[src/rtl/bhc_pkg.sv]
// Shared types, constants and register map of the boiler heating controller.
`default_nettype none

package bhc_pkg;

  // Timer limits, in one-second ticks.
  localparam int unsigned PumpDelayS    = 60;
  localparam int unsigned FailureDelayS = 10;

  localparam int unsigned DelayCntW = $clog2(PumpDelayS + 1);
  localparam int unsigned WdogCntW  = $clog2(FailureDelayS + 1);

  // Stream and configuration port widths.
  localparam int unsigned TempW     = 8;
  localparam int unsigned DeltaW    = 7;
  localparam int unsigned InDataW   = 3 * TempW;
  localparam int unsigned OutDataW  = 8;
  localparam int unsigned ApbAddrW  = 5;
  localparam int unsigned ApbDataW  = 32;

  // Register indexes (byte address is four times the index).
  typedef enum logic [2:0] {
    RegRoomOff   = 3'd0,
    RegRoomOn    = 3'd1,
    RegBoilerHot = 3'd2,
    RegBoilerCool= 3'd3,
    RegPumpOnD   = 3'd4,
    RegPumpOffD  = 3'd5,
    RegFanOn     = 3'd6,
    RegFanOff    = 3'd7
  } reg_idx_e;

  // Item kinds carried on tuser.
  typedef enum logic {
    KindSample = 1'b0,
    KindTick   = 1'b1
  } item_kind_e;

  // Controller modes.
  typedef enum logic [1:0] {
    ModeOff     = 2'd0,
    ModeHeating = 2'd1,
    ModeHot     = 2'd2,
    ModeCooling = 2'd3
  } ctrl_mode_e;

  // Threshold registers.
  typedef struct packed {
    logic signed [TempW-1:0] room_off_temp;
    logic signed [TempW-1:0] room_on_temp;
    logic signed [TempW-1:0] boiler_hot_temp;
    logic signed [TempW-1:0] boiler_cool_temp;
    logic [DeltaW-1:0]       pump_on_delta;
    logic [DeltaW-1:0]       pump_off_delta;
    logic signed [TempW-1:0] fan_on_temp;
    logic signed [TempW-1:0] fan_off_temp;
  } cfg_t;

  // Controller state carried from item to item.
  typedef struct packed {
    ctrl_mode_e           mode;
    logic                 heater;
    logic                 pump;
    logic                 fan;
    logic                 delay_armed;
    logic                 delay_done;
    logic [DelayCntW-1:0] delay_cnt;
    logic                 wdog_armed;
    logic [WdogCntW-1:0]  wdog_cnt;
  } ctrl_state_t;

  // One input item as held in the input register.
  typedef struct packed {
    item_kind_e              kind;
    logic signed [TempW-1:0] room_temp;
    logic signed [TempW-1:0] boiler_temp;
    logic signed [TempW-1:0] return_temp;
  } item_t;

endpackage

`default_nettype wire

[src/rtl/boiler_heating_controller_core.sv]
// Top level of the boiler heating controller: stream ports, registers, pipeline.
//
//  Channel     | Direction | Transfer when          | Content
//  s_axis      | in        | tvalid & tready        | sample temperatures or tick
//  m_axis      | out       | tvalid & tready        | relay drives, mode, alarm
//  APB         | in        | psel&penable&pwrite    | threshold registers
//
// Each item is held in the input register and then passes into the result register;
// one item is taken every cycle while the result stream is not stalled.
// The controller state is updated as an item moves into the result register.
// A stalled result holds the pipeline; an empty input register still fills.
// Reset restores default thresholds, mode off and an armed watchdog.
`default_nettype none

module boiler_heating_controller_core
  import bhc_pkg::*;
(
  input  wire                 clk_i,
  input  wire                 rst_ni,
  // Input stream.
  input  wire                 s_axis_tvalid,
  output logic                s_axis_tready,
  // [7:0] room_temp, [15:8] boiler_temp, [23:16] return_temp
  input  wire  [InDataW-1:0]  s_axis_tdata,
  // [0] kind
  input  wire                 s_axis_tuser,
  // Result stream.
  output logic                m_axis_tvalid,
  input  wire                 m_axis_tready,
  // [0] heater_on, [1] pump_on, [2] fan_on, [4:3] ctrl_state, [5] alarm_pulse, [7:6] zero
  output logic [OutDataW-1:0] m_axis_tdata,
  // Configuration port.
  input  wire                 psel,
  input  wire                 penable,
  input  wire                 pwrite,
  input  wire  [ApbAddrW-1:0] paddr,
  input  wire  [ApbDataW-1:0] pwdata,
  output logic [ApbDataW-1:0] prdata,
  output logic                pready
);

  cfg_t        cfg_q;
  item_t       item_q;
  logic        in_valid_q;
  logic        out_valid_q;
  logic [OutDataW-1:0] out_data_q;
  ctrl_state_t state_q;
  ctrl_state_t state_d;
  logic        alarm;
  logic        advance;
  logic        cfg_write;
  reg_idx_e    reg_idx;

  assign pready    = 1'b1;
  assign cfg_write = psel & penable & pwrite;
  assign reg_idx   = reg_idx_e'(paddr[ApbAddrW-1:2]);

  // Threshold register writes.
  always_ff @(posedge clk_i or negedge rst_ni) begin
    if (!rst_ni) begin
      cfg_q.room_off_temp    <= TempW'(10);
      cfg_q.room_on_temp     <= TempW'(5);
      cfg_q.boiler_hot_temp  <= TempW'(80);
      cfg_q.boiler_cool_temp <= TempW'(70);
      cfg_q.pump_on_delta    <= DeltaW'(10);
      cfg_q.pump_off_delta   <= DeltaW'(5);
      cfg_q.fan_on_temp      <= TempW'(60);
      cfg_q.fan_off_temp     <= TempW'(50);
    end else if (cfg_write) begin
      unique case (reg_idx)
        RegRoomOff:    cfg_q.room_off_temp    <= pwdata[TempW-1:0];
        RegRoomOn:     cfg_q.room_on_temp     <= pwdata[TempW-1:0];
        RegBoilerHot:  cfg_q.boiler_hot_temp  <= pwdata[TempW-1:0];
        RegBoilerCool: cfg_q.boiler_cool_temp <= pwdata[TempW-1:0];
        RegPumpOnD:    cfg_q.pump_on_delta    <= pwdata[DeltaW-1:0];
        RegPumpOffD:   cfg_q.pump_off_delta   <= pwdata[DeltaW-1:0];
        RegFanOn:      cfg_q.fan_on_temp      <= pwdata[TempW-1:0];
        default:       cfg_q.fan_off_temp     <= pwdata[TempW-1:0];
      endcase
    end
  end

  // Register read-back.
  always_comb begin
    unique case (reg_idx)
      RegRoomOff:    prdata = ApbDataW'(cfg_q.room_off_temp);
      RegRoomOn:     prdata = ApbDataW'(cfg_q.room_on_temp);
      RegBoilerHot:  prdata = ApbDataW'(cfg_q.boiler_hot_temp);
      RegBoilerCool: prdata = ApbDataW'(cfg_q.boiler_cool_temp);
      RegPumpOnD:    prdata = ApbDataW'(cfg_q.pump_on_delta);
      RegPumpOffD:   prdata = ApbDataW'(cfg_q.pump_off_delta);
      RegFanOn:      prdata = ApbDataW'(cfg_q.fan_on_temp);
      default:       prdata = ApbDataW'(cfg_q.fan_off_temp);
    endcase
  end

  // Pipeline flow: the input register drains whenever the result slot is free.
  assign advance       = in_valid_q & (~out_valid_q | m_axis_tready);
  assign s_axis_tready = ~in_valid_q | advance;
  assign m_axis_tvalid = out_valid_q;
  assign m_axis_tdata  = out_data_q;

  // Input register.
  always_ff @(posedge clk_i or negedge rst_ni) begin
    if (!rst_ni) begin
      in_valid_q <= 1'b0;
    end else if (s_axis_tready) begin
      in_valid_q <= s_axis_tvalid;
    end
  end

  always_ff @(posedge clk_i) begin
    if (s_axis_tready && s_axis_tvalid) begin
      item_q.kind        <= item_kind_e'(s_axis_tuser);
      item_q.room_temp   <= s_axis_tdata[TempW-1:0];
      item_q.boiler_temp <= s_axis_tdata[2*TempW-1:TempW];
      item_q.return_temp <= s_axis_tdata[3*TempW-1:2*TempW];
    end
  end

  bhc_step u_step (
    .item_i  (item_q),
    .cfg_i   (cfg_q),
    .state_i (state_q),
    .state_o (state_d),
    .alarm_o (alarm)
  );

  // Controller state and result valid.
  always_ff @(posedge clk_i or negedge rst_ni) begin
    if (!rst_ni) begin
      state_q.mode        <= ModeOff;
      state_q.heater      <= 1'b0;
      state_q.pump        <= 1'b0;
      state_q.fan         <= 1'b0;
      state_q.delay_armed <= 1'b0;
      state_q.delay_done  <= 1'b0;
      state_q.delay_cnt   <= '0;
      state_q.wdog_armed  <= 1'b1;
      state_q.wdog_cnt    <= '0;
      out_valid_q         <= 1'b0;
    end else begin
      if (advance) begin
        state_q <= state_d;
      end
      if (advance) begin
        out_valid_q <= 1'b1;
      end else if (m_axis_tready) begin
        out_valid_q <= 1'b0;
      end
    end
  end

  // Result register.
  always_ff @(posedge clk_i) begin
    if (advance) begin
      out_data_q <= {2'b00, alarm, state_d.mode, state_d.fan, state_d.pump, state_d.heater};
    end
  end

endmodule

`default_nettype wire

[src/rtl/bhc_step.sv]
// Next-state logic of the heating controller for one sample or tick.
`default_nettype none

module bhc_step
  import bhc_pkg::*;
(
  input  wire  item_t       item_i,
  input  wire  cfg_t        cfg_i,
  input  wire  ctrl_state_t state_i,
  output ctrl_state_t       state_o,
  output logic              alarm_o
);

  logic signed [TempW+1:0] delta;
  logic signed [TempW+1:0] pump_on_ext;
  logic signed [TempW+1:0] pump_off_ext;

  // Boiler minus return temperature, compared against unsigned deltas.
  assign delta = {{2{item_i.boiler_temp[TempW-1]}}, item_i.boiler_temp}
               - {{2{item_i.return_temp[TempW-1]}}, item_i.return_temp};
  assign pump_on_ext  = {{(TempW + 2 - DeltaW){1'b0}}, cfg_i.pump_on_delta};
  assign pump_off_ext = {{(TempW + 2 - DeltaW){1'b0}}, cfg_i.pump_off_delta};

  always_comb begin
    state_o = state_i;
    alarm_o = 1'b0;
    if (item_i.kind == KindSample) begin
      state_o.wdog_cnt = '0;
      unique case (state_i.mode)
        ModeOff: begin
          state_o.heater = 1'b0;
          state_o.pump   = 1'b0;
          state_o.fan    = 1'b0;
          if (item_i.room_temp <= cfg_i.room_on_temp) state_o.mode = ModeHeating;
        end
        ModeHeating: begin
          // Later tests win where on and off thresholds overlap.
          state_o.heater = 1'b1;
          if (delta >= pump_on_ext) state_o.pump = 1'b1;
          if (delta <= pump_off_ext) state_o.pump = 1'b0;
          if (item_i.boiler_temp >= cfg_i.boiler_hot_temp) state_o.mode = ModeHot;
          if (item_i.return_temp >= cfg_i.fan_on_temp) state_o.fan = 1'b1;
          if (item_i.return_temp <= cfg_i.fan_off_temp) state_o.fan = 1'b0;
          if (item_i.room_temp >= cfg_i.room_off_temp) state_o.mode = ModeCooling;
        end
        ModeHot: begin
          state_o.pump   = 1'b1;
          state_o.heater = 1'b0;
          if (item_i.return_temp > cfg_i.fan_on_temp) state_o.fan = 1'b1;
          if (item_i.return_temp < cfg_i.fan_off_temp) state_o.fan = 1'b0;
          if (item_i.boiler_temp <= cfg_i.boiler_cool_temp) state_o.mode = ModeHeating;
          if (item_i.room_temp >= cfg_i.room_off_temp) state_o.mode = ModeCooling;
        end
        default: begin
          // Cooling: arm the pump run-on delay, then leave once it expires.
          state_o.heater = 1'b0;
          if (state_i.delay_armed) begin
            if (state_i.delay_done) begin
              state_o.delay_done  = 1'b0;
              state_o.delay_armed = 1'b0;
              state_o.delay_cnt   = '0;
              state_o.mode        = ModeOff;
            end
          end else begin
            state_o.delay_armed = 1'b1;
            state_o.delay_done  = 1'b0;
            state_o.delay_cnt   = '0;
          end
        end
      endcase
    end else begin
      // Pump delay advances until it reaches its limit.
      if (state_i.delay_armed && !state_i.delay_done) begin
        state_o.delay_cnt = state_i.delay_cnt + 1'b1;
        if (state_o.delay_cnt >= DelayCntW'(PumpDelayS)) state_o.delay_done = 1'b1;
      end
      // Sensor watchdog fires once and stays disarmed until reset.
      if (state_i.wdog_armed) begin
        state_o.wdog_cnt = state_i.wdog_cnt + 1'b1;
        if (state_o.wdog_cnt >= WdogCntW'(FailureDelayS)) begin
          state_o.wdog_armed = 1'b0;
          state_o.wdog_cnt   = '0;
          state_o.heater     = 1'b0;
          state_o.pump       = 1'b1;
          state_o.fan        = 1'b0;
          state_o.mode       = ModeOff;
          alarm_o            = 1'b1;
        end
      end
    end
  end

endmodule

`default_nettype wire
[config.mk]
export PLATFORM = sky130hd
export DESIGN_NAME = boiler_heating_controller_core
export DESIGN_NICKNAME = d
export VERILOG_FILES = /design/src/rtl/bhc_pkg.sv /design/src/rtl/boiler_heating_controller_core.sv /design/src/rtl/bhc_step.sv
export SDC_FILE = /design/constraint.sdc
export NUM_CORES = 1
export LEC_CHECK = 0
export BUFFER_PORTS_ARGS = -buffer_cell sky130_fd_sc_hd__buf_2
export CAP_MARGIN = 5
export CORE_MARGIN = 2
export CORE_UTILIZATION = 50
export CTS_CLUSTER_DIAMETER = 60
export DETAILED_ROUTE_END_ITERATION = 16
export GPL_TIMING_DRIVEN = 1
export MAX_ROUTING_LAYER = met4
export PLACE_DENSITY = 0.72
export SYNTH_ARGS = -nofsm -noshare
export SYNTH_HDL_FRONTEND = slang
export SYNTH_SLANG_ARGS = --single-unit
[constraint.sdc]
create_clock -name clk_i -period 7.6 [get_ports clk_i]
set_clock_uncertainty 0.1 [all_clocks]
set_input_delay 0.38 -clock clk_i [delete_from_list [all_inputs] [get_ports clk_i]]
set_output_delay 0.38 -clock clk_i [all_outputs]
set_load 0.03 [all_outputs]
### After elaboration in Yosys (flattened, before gate mapping)

Cells that the tools add are included.

* bits in registers: 113
* input bits: 69
* output and inout bits: 43
* logic and storage cells: 116

* $add $sub $neg: 3
* order comparisons: 12
* equal/unequal tests: 13
* multiplexer cells: 31
* bitwise gates (word level): 10
* reduce and logical (&&, ||, !) cells: 22

Operators with widths (count)
* $pmux 32 s7: 1
* $mux 5: 5
* $ge 8x8->1: 3
* $le 8x8->1: 3
* $reduce_and 2->1: 11
* $mux 7: 3
* $mux 8: 2
* $mux 2: 7
* $ge 10x8->1: 1
* $le 10x8->1: 1
* $mux 1: 10
* $eq 3x3->1 const B: 3
* $pmux 3 s3: 1
* $sub 8x8->9: 1
* $gt 8x8->1: 1
* $lt 8x8->1: 1
* $ne 2x1->1 const B: 4
* $reduce_and 4->1: 2
* $reduce_or 7->1: 1
* $add 6x1->6 const B: 1
* $eq 3x2->1 const B: 2
* $ge 6x6->1 const B: 1
* $pmux 2 s3: 1
* $not 1->1: 5
* 16 further kinds: 20

### Logic depth before layout (Yosys ltp)

Gate-level depths: netlist of run 1.

* word-level depth: 6
* depth in mapped cells: 14
* mapped depth without buffers: 14

### By module

A second synthesis of run 1 with hierarchy kept.

* cells, all modules: 680
* area total of the unflattened synthesis: 7313.3 um^2

Modules (own cells, without submodules)
* boiler_heating_controller_core: times used 1, cells each 318, area each 4808.4 um^2, sequential area each 3009.1 um^2
* bhc_step: times used 1, cells each 362, area each 2504.9 um^2, sequential area each 0.0 um^2

### Least setup slack after synthesis of run 1

OpenSTA, ideal clock, no wires.

* path kind: register to register
* from: reg item_q[1] in the netlist's numbering
* to: reg state_q[14] in the netlist's numbering
* data arrival time: 2.782 ns
* slack: 4.594 ns
* cell stages (with the launch flop): 15
* path buffers: 0
* clock period less this slack: 3.006 ns
* path through: edfxtp_1 -> inv_1 -> ha_1 -> nor2b_1 -> o31a_1 -> o21a_1 -> nor2_1 -> xnor2_1 -> ha_1 -> a21o_1 -> a211oi_1 -> o21ai_0 -> o311a_1 -> o221a_1 -> or2_1

* word-level cells in the longest chain between the ends: 6
* elaborated cells on any way between the ends: 7

Ends and longest elaborated chain
* from (decl): RTL line boiler_heating_controller_core.sv:43 `item_t item_q;`
* $sub 8x8->9 *: RTL line bhc_step.sv:20 `- {{2{item_i.return_temp[TempW-1]}}, item_i.return_temp};`
* $ge 10x8->1: RTL line bhc_step.sv:39 `if (delta >= pump_on_ext) state_o.pump = 1'b1;`
* $mux 1: RTL line bhc_step.sv:39
* $mux 1 *: RTL line bhc_step.sv:40 `if (delta <= pump_off_ext) state_o.pump = 1'b0;`
* $pmux 2 s3 *: RTL line bhc_step.sv:29 `unique case (state_i.mode)`
* $mux 5 *: RTL line bhc_step.sv:27 `if (item_i.kind == KindSample) begin`
* to (signal assigned): RTL line boiler_heating_controller_core.sv:144 `state_q <= state_d;`
* to (decl): RTL line boiler_heating_controller_core.sv:47 `ctrl_state_t state_q;`

Every way passes the cells marked *; elsewhere a longest branch is shown, timed or not.
A chain may end at the register's enable or synchronous reset.

==> reports/metrics.cfg, run 1 <==
[global_routing]
grt_antenna_before_repair = 0
grt_pass1_wl_um = 27480
grt_overflow = 0
grt_pass1_vias = 5459
grt_max_degree = 83
grt_use_total_pct = 25.00

[floorplanning]
coreArea_mm2 = 0.01388
die_h_um = 123.2
ios = 112
start_util_pct = 51.14
dieArea_mm2 = 0.01517
num_rows = 43
die_w_um = 123.2

[clock_tree]
ctsHoldBuffers = 0
path_clk_slew_ns = 0.05
clock_latency_ns = 0.42
cts_made_buffers = 17
cts_setup_buffers = 0
cts_buffer_depth = 2
cts_resized = 0
cts_sinks = 113
cts_htree_levels = 4
cts_tree = yes
root_buffer = clkbuf_16

[logic_synthesis]
synth_edf_count = 31
syn_area_mm2 = 0.007099
synth_cell_types = 70
synthFlopType = dfrtp_1
syn_avg_cell_area_um2 = 9.712
synth-seq-area-share_pct = 42.39
synth_warnings = 0
ys_ff_latch = 113
ys_async_sr_fraction_pct = 72.57
syn-instance-count = 731

[worst_setup_path]
rr_endpoint = m_axis_tdata[1]$_DFFE_PP_
required_ns = 7.63
crit_path_end_kind = flop
critPathBufInv = 0
crit_fanout = 3
cp_slowest_stage_delay_ns = 0.41
slowest_stage = fa_1
start_kind = flop
endpoint = m_axis_tdata[1]$_DFFE_PP_
reg2reg_from = item_q[0]$_DFFE_PP_
reg2reg_slack_ns = 4.17
cp.arrival_ns = 3.46
cp.depth = 13
cpLargestDelayFamily = compound AO/OA/AOI/OAI gates
critical_path_class = flop to flop
path_cells = ha_1 > fa_1 > nor2b_1 > o31a_1 > o21a_1 > nor2_1 > xnor2_1 > ha_1 > a211oi_1 > o21ai_0 > o311a_1 > o21ai_0 > a31oi_1
startpoint = item_q[0]$_DFFE_PP_
r2r_cells = 13

[final_layout]
final_design_area_no_fill_mm2 = 0.008054
final_cells = 975
finalNetCount = 925
n_antenna_cell = 0
area_delta_synth_final_pct = 13.45
drive_gt1_share_pct = 21.38

[sta]
setup_viol = 0
slew_violations = 0
hold_viol_final = 0
rsz0062_at_grt = no
fin_crit_sh_pct = 45.11
slew_headroom_pct = 30.71
fmax_ghz = 0.2917
setup_ws_ns = 4.172
setup_tns_ns = 0
min_period_ns = 3.428
worst_pin_slew_ns = 1.036

[power_and_ir_drop]
power_density_mw_per_mm2 = 301.9
max-vdd-ir-drop_v = 0.0002035
cellLeakagePower_nw = 3.716

[place]
dpl_worst_slack_ns = 4.182
port_buffers = 82
gp_congestion = 0.9015
dp_cells = 943
dpl_cell_area_mm2 = 0.007448
dp_hpwl_um = 12950

[detailed_routing]
drt_iter0_drc = 382
vias = 5581
antenna_left = 0
postRouteWirelength_um = 17470
wl_per_cell_um = 17.92
drc = 0
avgViaCountPerCell = 5.724
drt_first_pass_iters = 5

[outcome]
status = finished, final reports clean

[flow_run]
max_cap_violations = 0

[hold_path]
hold_path_class = input pin to async pin

logic make-up (layout without fill, tap and decap cells):
group | Yosys count | in the layout | synth area share, %
compound gates | 185 | 185 | 16.25
buf+inv | 136 | 199 | 8.724
mux | 33 | 33 | 6.309
flops | 113 | 113 | 42.39
simple gates | 180 | 180 | 12.09
fa+ha+maj | 74 | 74 | 13.15
xor+xnor | 8 | 8 | 0.9870
other cells | 2 | 3 | 0.1058
worst reg2reg max path: cells and delay by family (launching register included):
kind / cells / cell delay [ns]
AO/OA/AOI/OAI: 7 / 1.17
XOR/XNOR: 1 / 0.26
adder cells (fa/ha/maj): 3 / 0.97
flip-flops: 1 / 0.39
AND/OR/NAND/NOR: 2 / 0.25
how the worst min path moves through the flow:
stage | start | endpoint
floorplan | rst_ni | cfg_q[0]$_DFFE_PN0P_
global placement | state_q[10]$_DFFE_PN0P_ | state_q[10]$_DFFE_PN0P_
detailed placement | state_q[10]$_DFFE_PN0P_ | state_q[10]$_DFFE_PN0P_
CTS | s_axis_tdata[14] | item_q[14]$_DFFE_PP_
global route | s_axis_tdata[13] | item_q[13]$_DFFE_PP_
finish | rst_ni | cfg_q[17]$_DFFE_PN0P_
stage by stage:
stage               util [%]  hold slack, ns  power, mW
CTS                    58.02         0.02163      2.439
global route           58.02         0.02300      2.578
global placement       53.66          0.3738      1.590
detailed placement     53.66          0.3829      1.627
floorplan                  -        -0.01559      1.433
finish                 58.02         0.03611      2.431
state kept, by name, indices dropped and copies added, names as in the netlist:
signal,count
m_axis_tvalid,1
in_valid_q,1
cfg_q,62
m_axis_tdata,6
state_q,18
item_q,25
cell usage in the layout, fill, tap and decap left out, types with 4 or more instances in the layout:
cell and count:
buf_2 81, o211ai_1 5, o21a_1 7, nand2b_1 11
clkbuf_16 20, o31ai_1 5, o21ai_0 79, nand4_1 8
dfrtp_1 61, nor3_1 6, edfxtp_1 31, dfstp_2 21
nor2b_1 9, nor2_1 35, ha_1 73, xnor2_1 5
clkinv_2 7, nand2_1 71, a21o_1 4, nand3_1 17
a22o_1 5, a21oi_1 30, a31oi_1 7, a211oi_1 6
nor3b_1 5, mux4_2 7, mux2_2 24, inv_1 82
synth_stat cells, drive strengths merged, types with 3 or more instances:
cell type	count	share of area [%]
inv	83	4.4
o21ai	80	5.6
ha	73	13
nand2	71	3.8
dfrtp	61	22
nor2	35	1.9
buf	34	3.3
edfxtp	31	13
a21oi	30	2.1
mux2	24	3.8
dfstp	21	7.8
clkbuf	19	1.0
nand3	17	1.2
nand2b	11	0.97
nor2b	9	0.79
nand4	8	0.70
a31oi	7	0.62
mux4	7	2.2
o21a	7	0.74
a211oi	6	0.63
nor3	6	0.42
a21o	5	0.55
a22o	5	0.62
nor3b	5	0.53
o211ai	5	0.53
o31ai	5	0.53
xnor2	5	0.62
a2111oi	3	0.37
a21boi	3	0.32
and2	3	0.26
nand3b	3	0.32
o31a	3	0.37
xor2	3	0.37
report_power, final:
part           total, mW  internal [mW]  switching (mW)  leakage, nW
Sequential         0.883          0.773           0.110         1.26
Combinational      0.745          0.296           0.448         2.15
Clock              0.803          0.521           0.282        0.308
area by class of cell:
class / instances / area (um2)
flip-flops and latches: 113 / 3009
well taps: 180 / 225.2
inverters: 83 / 311.5
clock buffers: 23 / 531.8
fillers: 1160 / 5827
repair buffers: 84 / 427.9
multi-input cells: 483 / 3475
clock inverters: 9 / 73.82
metal layers:
metal  wire [um]  track usage, %  up-vias
li1            -               -     2666
met1        7729           31.12     2690
met2        8272           39.29      192
met3        1061           5.996       33
met4         410           10.16        0
met5           0               -        -
Power figures use the tool's default switching activity.
==> inputs of run 2 (changes only) <==
--- a/config.mk
+++ b/config.mk
@@ -13,7 +13,7 @@
 export DETAILED_ROUTE_END_ITERATION = 16
 export GPL_TIMING_DRIVEN = 1
 export MAX_ROUTING_LAYER = met4
-export PLACE_DENSITY = 0.72
+export PLACE_DENSITY = 0.75
 export SYNTH_ARGS = -nofsm -noshare
 export SYNTH_HDL_FRONTEND = slang
 export SYNTH_SLANG_ARGS = --single-unit
==> constraint.sdc (replaced) <==
create_clock -name clk_i -period 2.8 [get_ports clk_i]
set_clock_uncertainty 0.1 [all_clocks]
set_input_delay 0.14 -clock clk_i [delete_from_list [all_inputs] [get_ports clk_i]]
set_output_delay 0.14 -clock clk_i [all_outputs]
set_load 0.03 [all_outputs]
==> reports/metrics.cfg, run 2 (synthesized netlist as in run 1, its figures left out) <==
[final_layout]
final_common_cell = inv_1
fin_util_pct = 62.43  ; +4.4 points
finalNetCount = 990  ; +7.0%
largestRegisters = cfg_q x62, item_q x25, state_q x18
largest_reg_flops = 62  ; unchanged
drive_gt1_share_pct = 23.37  ; +2.0 points
final_cell_mix = inv_1 (82), buf_2 (81), o21ai_0 (77)
final_cells = 1040  ; +6.7%
n_antenna_cell = 0  ; unchanged
regMostFlops = cfg_q
area_delta_synth_final_pct = 22.07

[worst_setup_path]
crit_fanout = 2  ; -1
reg2reg_slack_ns = -0.31  ; -4.48 ns
crit_top_cell = ha_1
path_cells = ha_1 > nor2b_4 > o31a_1 > o21a_1 > nor2_1 > xnor2_1 > ha_1 > a21o_1 > a211oi_2 > o21ai_1 > o311a_1 > o221a_1 > or2_1
rr_endpoint = state_q[14]$_DFFE_PN0P_
critical_path_class = flop to flop
r2r_cells = 13  ; unchanged
cpLargestDelayFamily = compound AO/OA/AOI/OAI gates
crit_path_end_kind = flop
required_ns = 3.01  ; -4.62 ns
start_kind = flop
cp.arrival_ns = 3.31  ; -0.15 ns
reg2reg_from = item_q[9]$_DFFE_PP_
critPathBufInv = 0  ; unchanged
cp_slowest_stage_delay_ns = 0.40  ; about the same
slowest_stage = edfxtp_1

[outcome]
status = finished with violations
violations = setup timing

[clock_tree]
cts_buffer_depth = 2  ; unchanged
cts_made_buffers = 17  ; unchanged
cts_sinks = 113  ; unchanged
cts_tree = yes
cts_htree_levels = 4  ; unchanged
clock_latency_ns = 0.43  ; about the same
path_clk_slew_ns = 0.05  ; about the same
root_buffer = clkbuf_16

[place]
dp_hpwl_um = 12890  ; -0.53%
dpl_worst_slack_ns = -0.3358  ; -4.518 ns
port_buffers = 82  ; unchanged
gp_congestion = 0.9638  ; +6.9%
dp_cells = 969  ; +2.8%

[floorplanning]
ios = 112  ; unchanged
die_h_um = 123.2  ; unchanged
die_w_um = 123.2  ; unchanged
coreArea_mm2 = 0.01388  ; unchanged
dieArea_mm2 = 0.01517  ; unchanged
start_util_pct = 51.14  ; unchanged
num_rows = 43  ; unchanged

[sta]
rsz0062_at_grt = yes
fmax_ghz = 0.3216  ; +10%
min_period_ns = 3.109  ; -0.3190 ns
hold_viol_final = 0  ; unchanged
slew_violations = 0  ; unchanged
slew_headroom_pct = 59.38  ; +29 points
setup_viol = 2  ; +2
worst_pin_slew_ns = 0.6093  ; -0.4262 ns
setup_ws_ns = -0.3091  ; -4.481 ns
fin_crit_sh_pct = 111.0  ; +66 points

[flow_run]
max_cap_violations = 0  ; unchanged

[power_and_ir_drop]
total_power_mw = 6.703  ; +180%
cellLeakagePower_nw = 4.009  ; +7.9%
power_density_mw_per_mm2 = 773.5  ; +160%
max-vdd-ir-drop_v = 0.0005029  ; +150%

[detailed_routing]
vias = 5750  ; +3.0%
avgViaCountPerCell = 5.529  ; -3.4%
antenna_left = 0  ; unchanged
drc = 0  ; unchanged
wl_per_cell_um = 16.78  ; -6.4%
drt_iter0_drc = 393  ; +2.9%
drt_first_pass_iters = 4  ; -1
postRouteWirelength_um = 17450  ; -0.14%

[global_routing]
grt_overflow = 0  ; unchanged
grt_antenna_before_repair = 0  ; unchanged
grt_max_degree = 50  ; -40%
grt_pass1_wl_um = 27660  ; +0.63%
grt_use_total_pct = 25.16  ; +0.16 points
grt_pass1_vias = 5564  ; +1.9%

[hold_path]
hold_path_class = input pin to async pin

-- run 2: area by class of cell --
type / instances / area, um2
multi-input cells: 483 / 3497
inverters: 83 / 311.5
clock inverters: 9 / 101.3
clock buffers: 23 / 500.5
well taps: 180 / 225.2
flip-flops and latches: 113 / 3009
repair buffers: 149 / 1021
fillers: 1113 / 5215
-- run 2: timing repair --
item	in CTS	in global routing
setup buffers	0	2
hold endpoints to repair	140	0
pin swaps	4	3
hold buffers	37	0
gates resized for setup	4	3
setup endpoints to repair	2	5
-- run 2: routing by layer --
layer | up-vias | track usage, % | share of wire (%)
met1 | 2741 | 31.06 | 44
li1 | 2801 | - | -
met2 | 179 | 40.11 | 47
met4 | 0 | 8.949 | 2.3
met5 | - | - | 0
met3 | 29 | 6.504 | 6.2
-- run 2: through the flow --
stage | TNS, ns | hold WS (ns) | instance area [um2]
after floorplan | -0.3394 | -0.2556 | 7103
after global placement | -0.4291 | 0.02369 | 7656
after detailed placement | -0.6465 | 0.02289 | 7656
after CTS | -0.5688 | 0.1179 | 8641
after global routing | -0.8807 | 0.1414 | 8666
final | -0.5682 | 0.1154 | 8666
-- run 2: how the worst max path moves through the flow --
| stage | from | end | slack (ns) | depth (start not counted) |
|---|---|---|---|---|
| after global routing | item_q[0]$_DFFE_PP_ | state_q[14]$_DFFE_PN0P_ | -0.46 | 13 |
| after detailed placement | item_q[1]$_DFFE_PP_ | state_q[14]$_DFFE_PN0P_ | -0.34 | 14 |
| after CTS | item_q[1]$_DFFE_PP_ | state_q[14]$_DFFE_PN0P_ | -0.31 | 14 |
| after global placement | item_q[0]$_DFFE_PP_ | state_q[14]$_DFFE_PN0P_ | -0.22 | 13 |
| final | item_q[9]$_DFFE_PP_ | state_q[14]$_DFFE_PN0P_ | -0.31 | 13 |
| after floorplan | item_q[1]$_DFFE_PP_ | state_q[14]$_DFFE_PN0P_ | -0.19 | 14 |
-- run 2: report_power, final --
group	internal (mW)	switching [mW]
sequential	2.10	0.288
combinational	0.894	1.23
clock	1.43	0.759
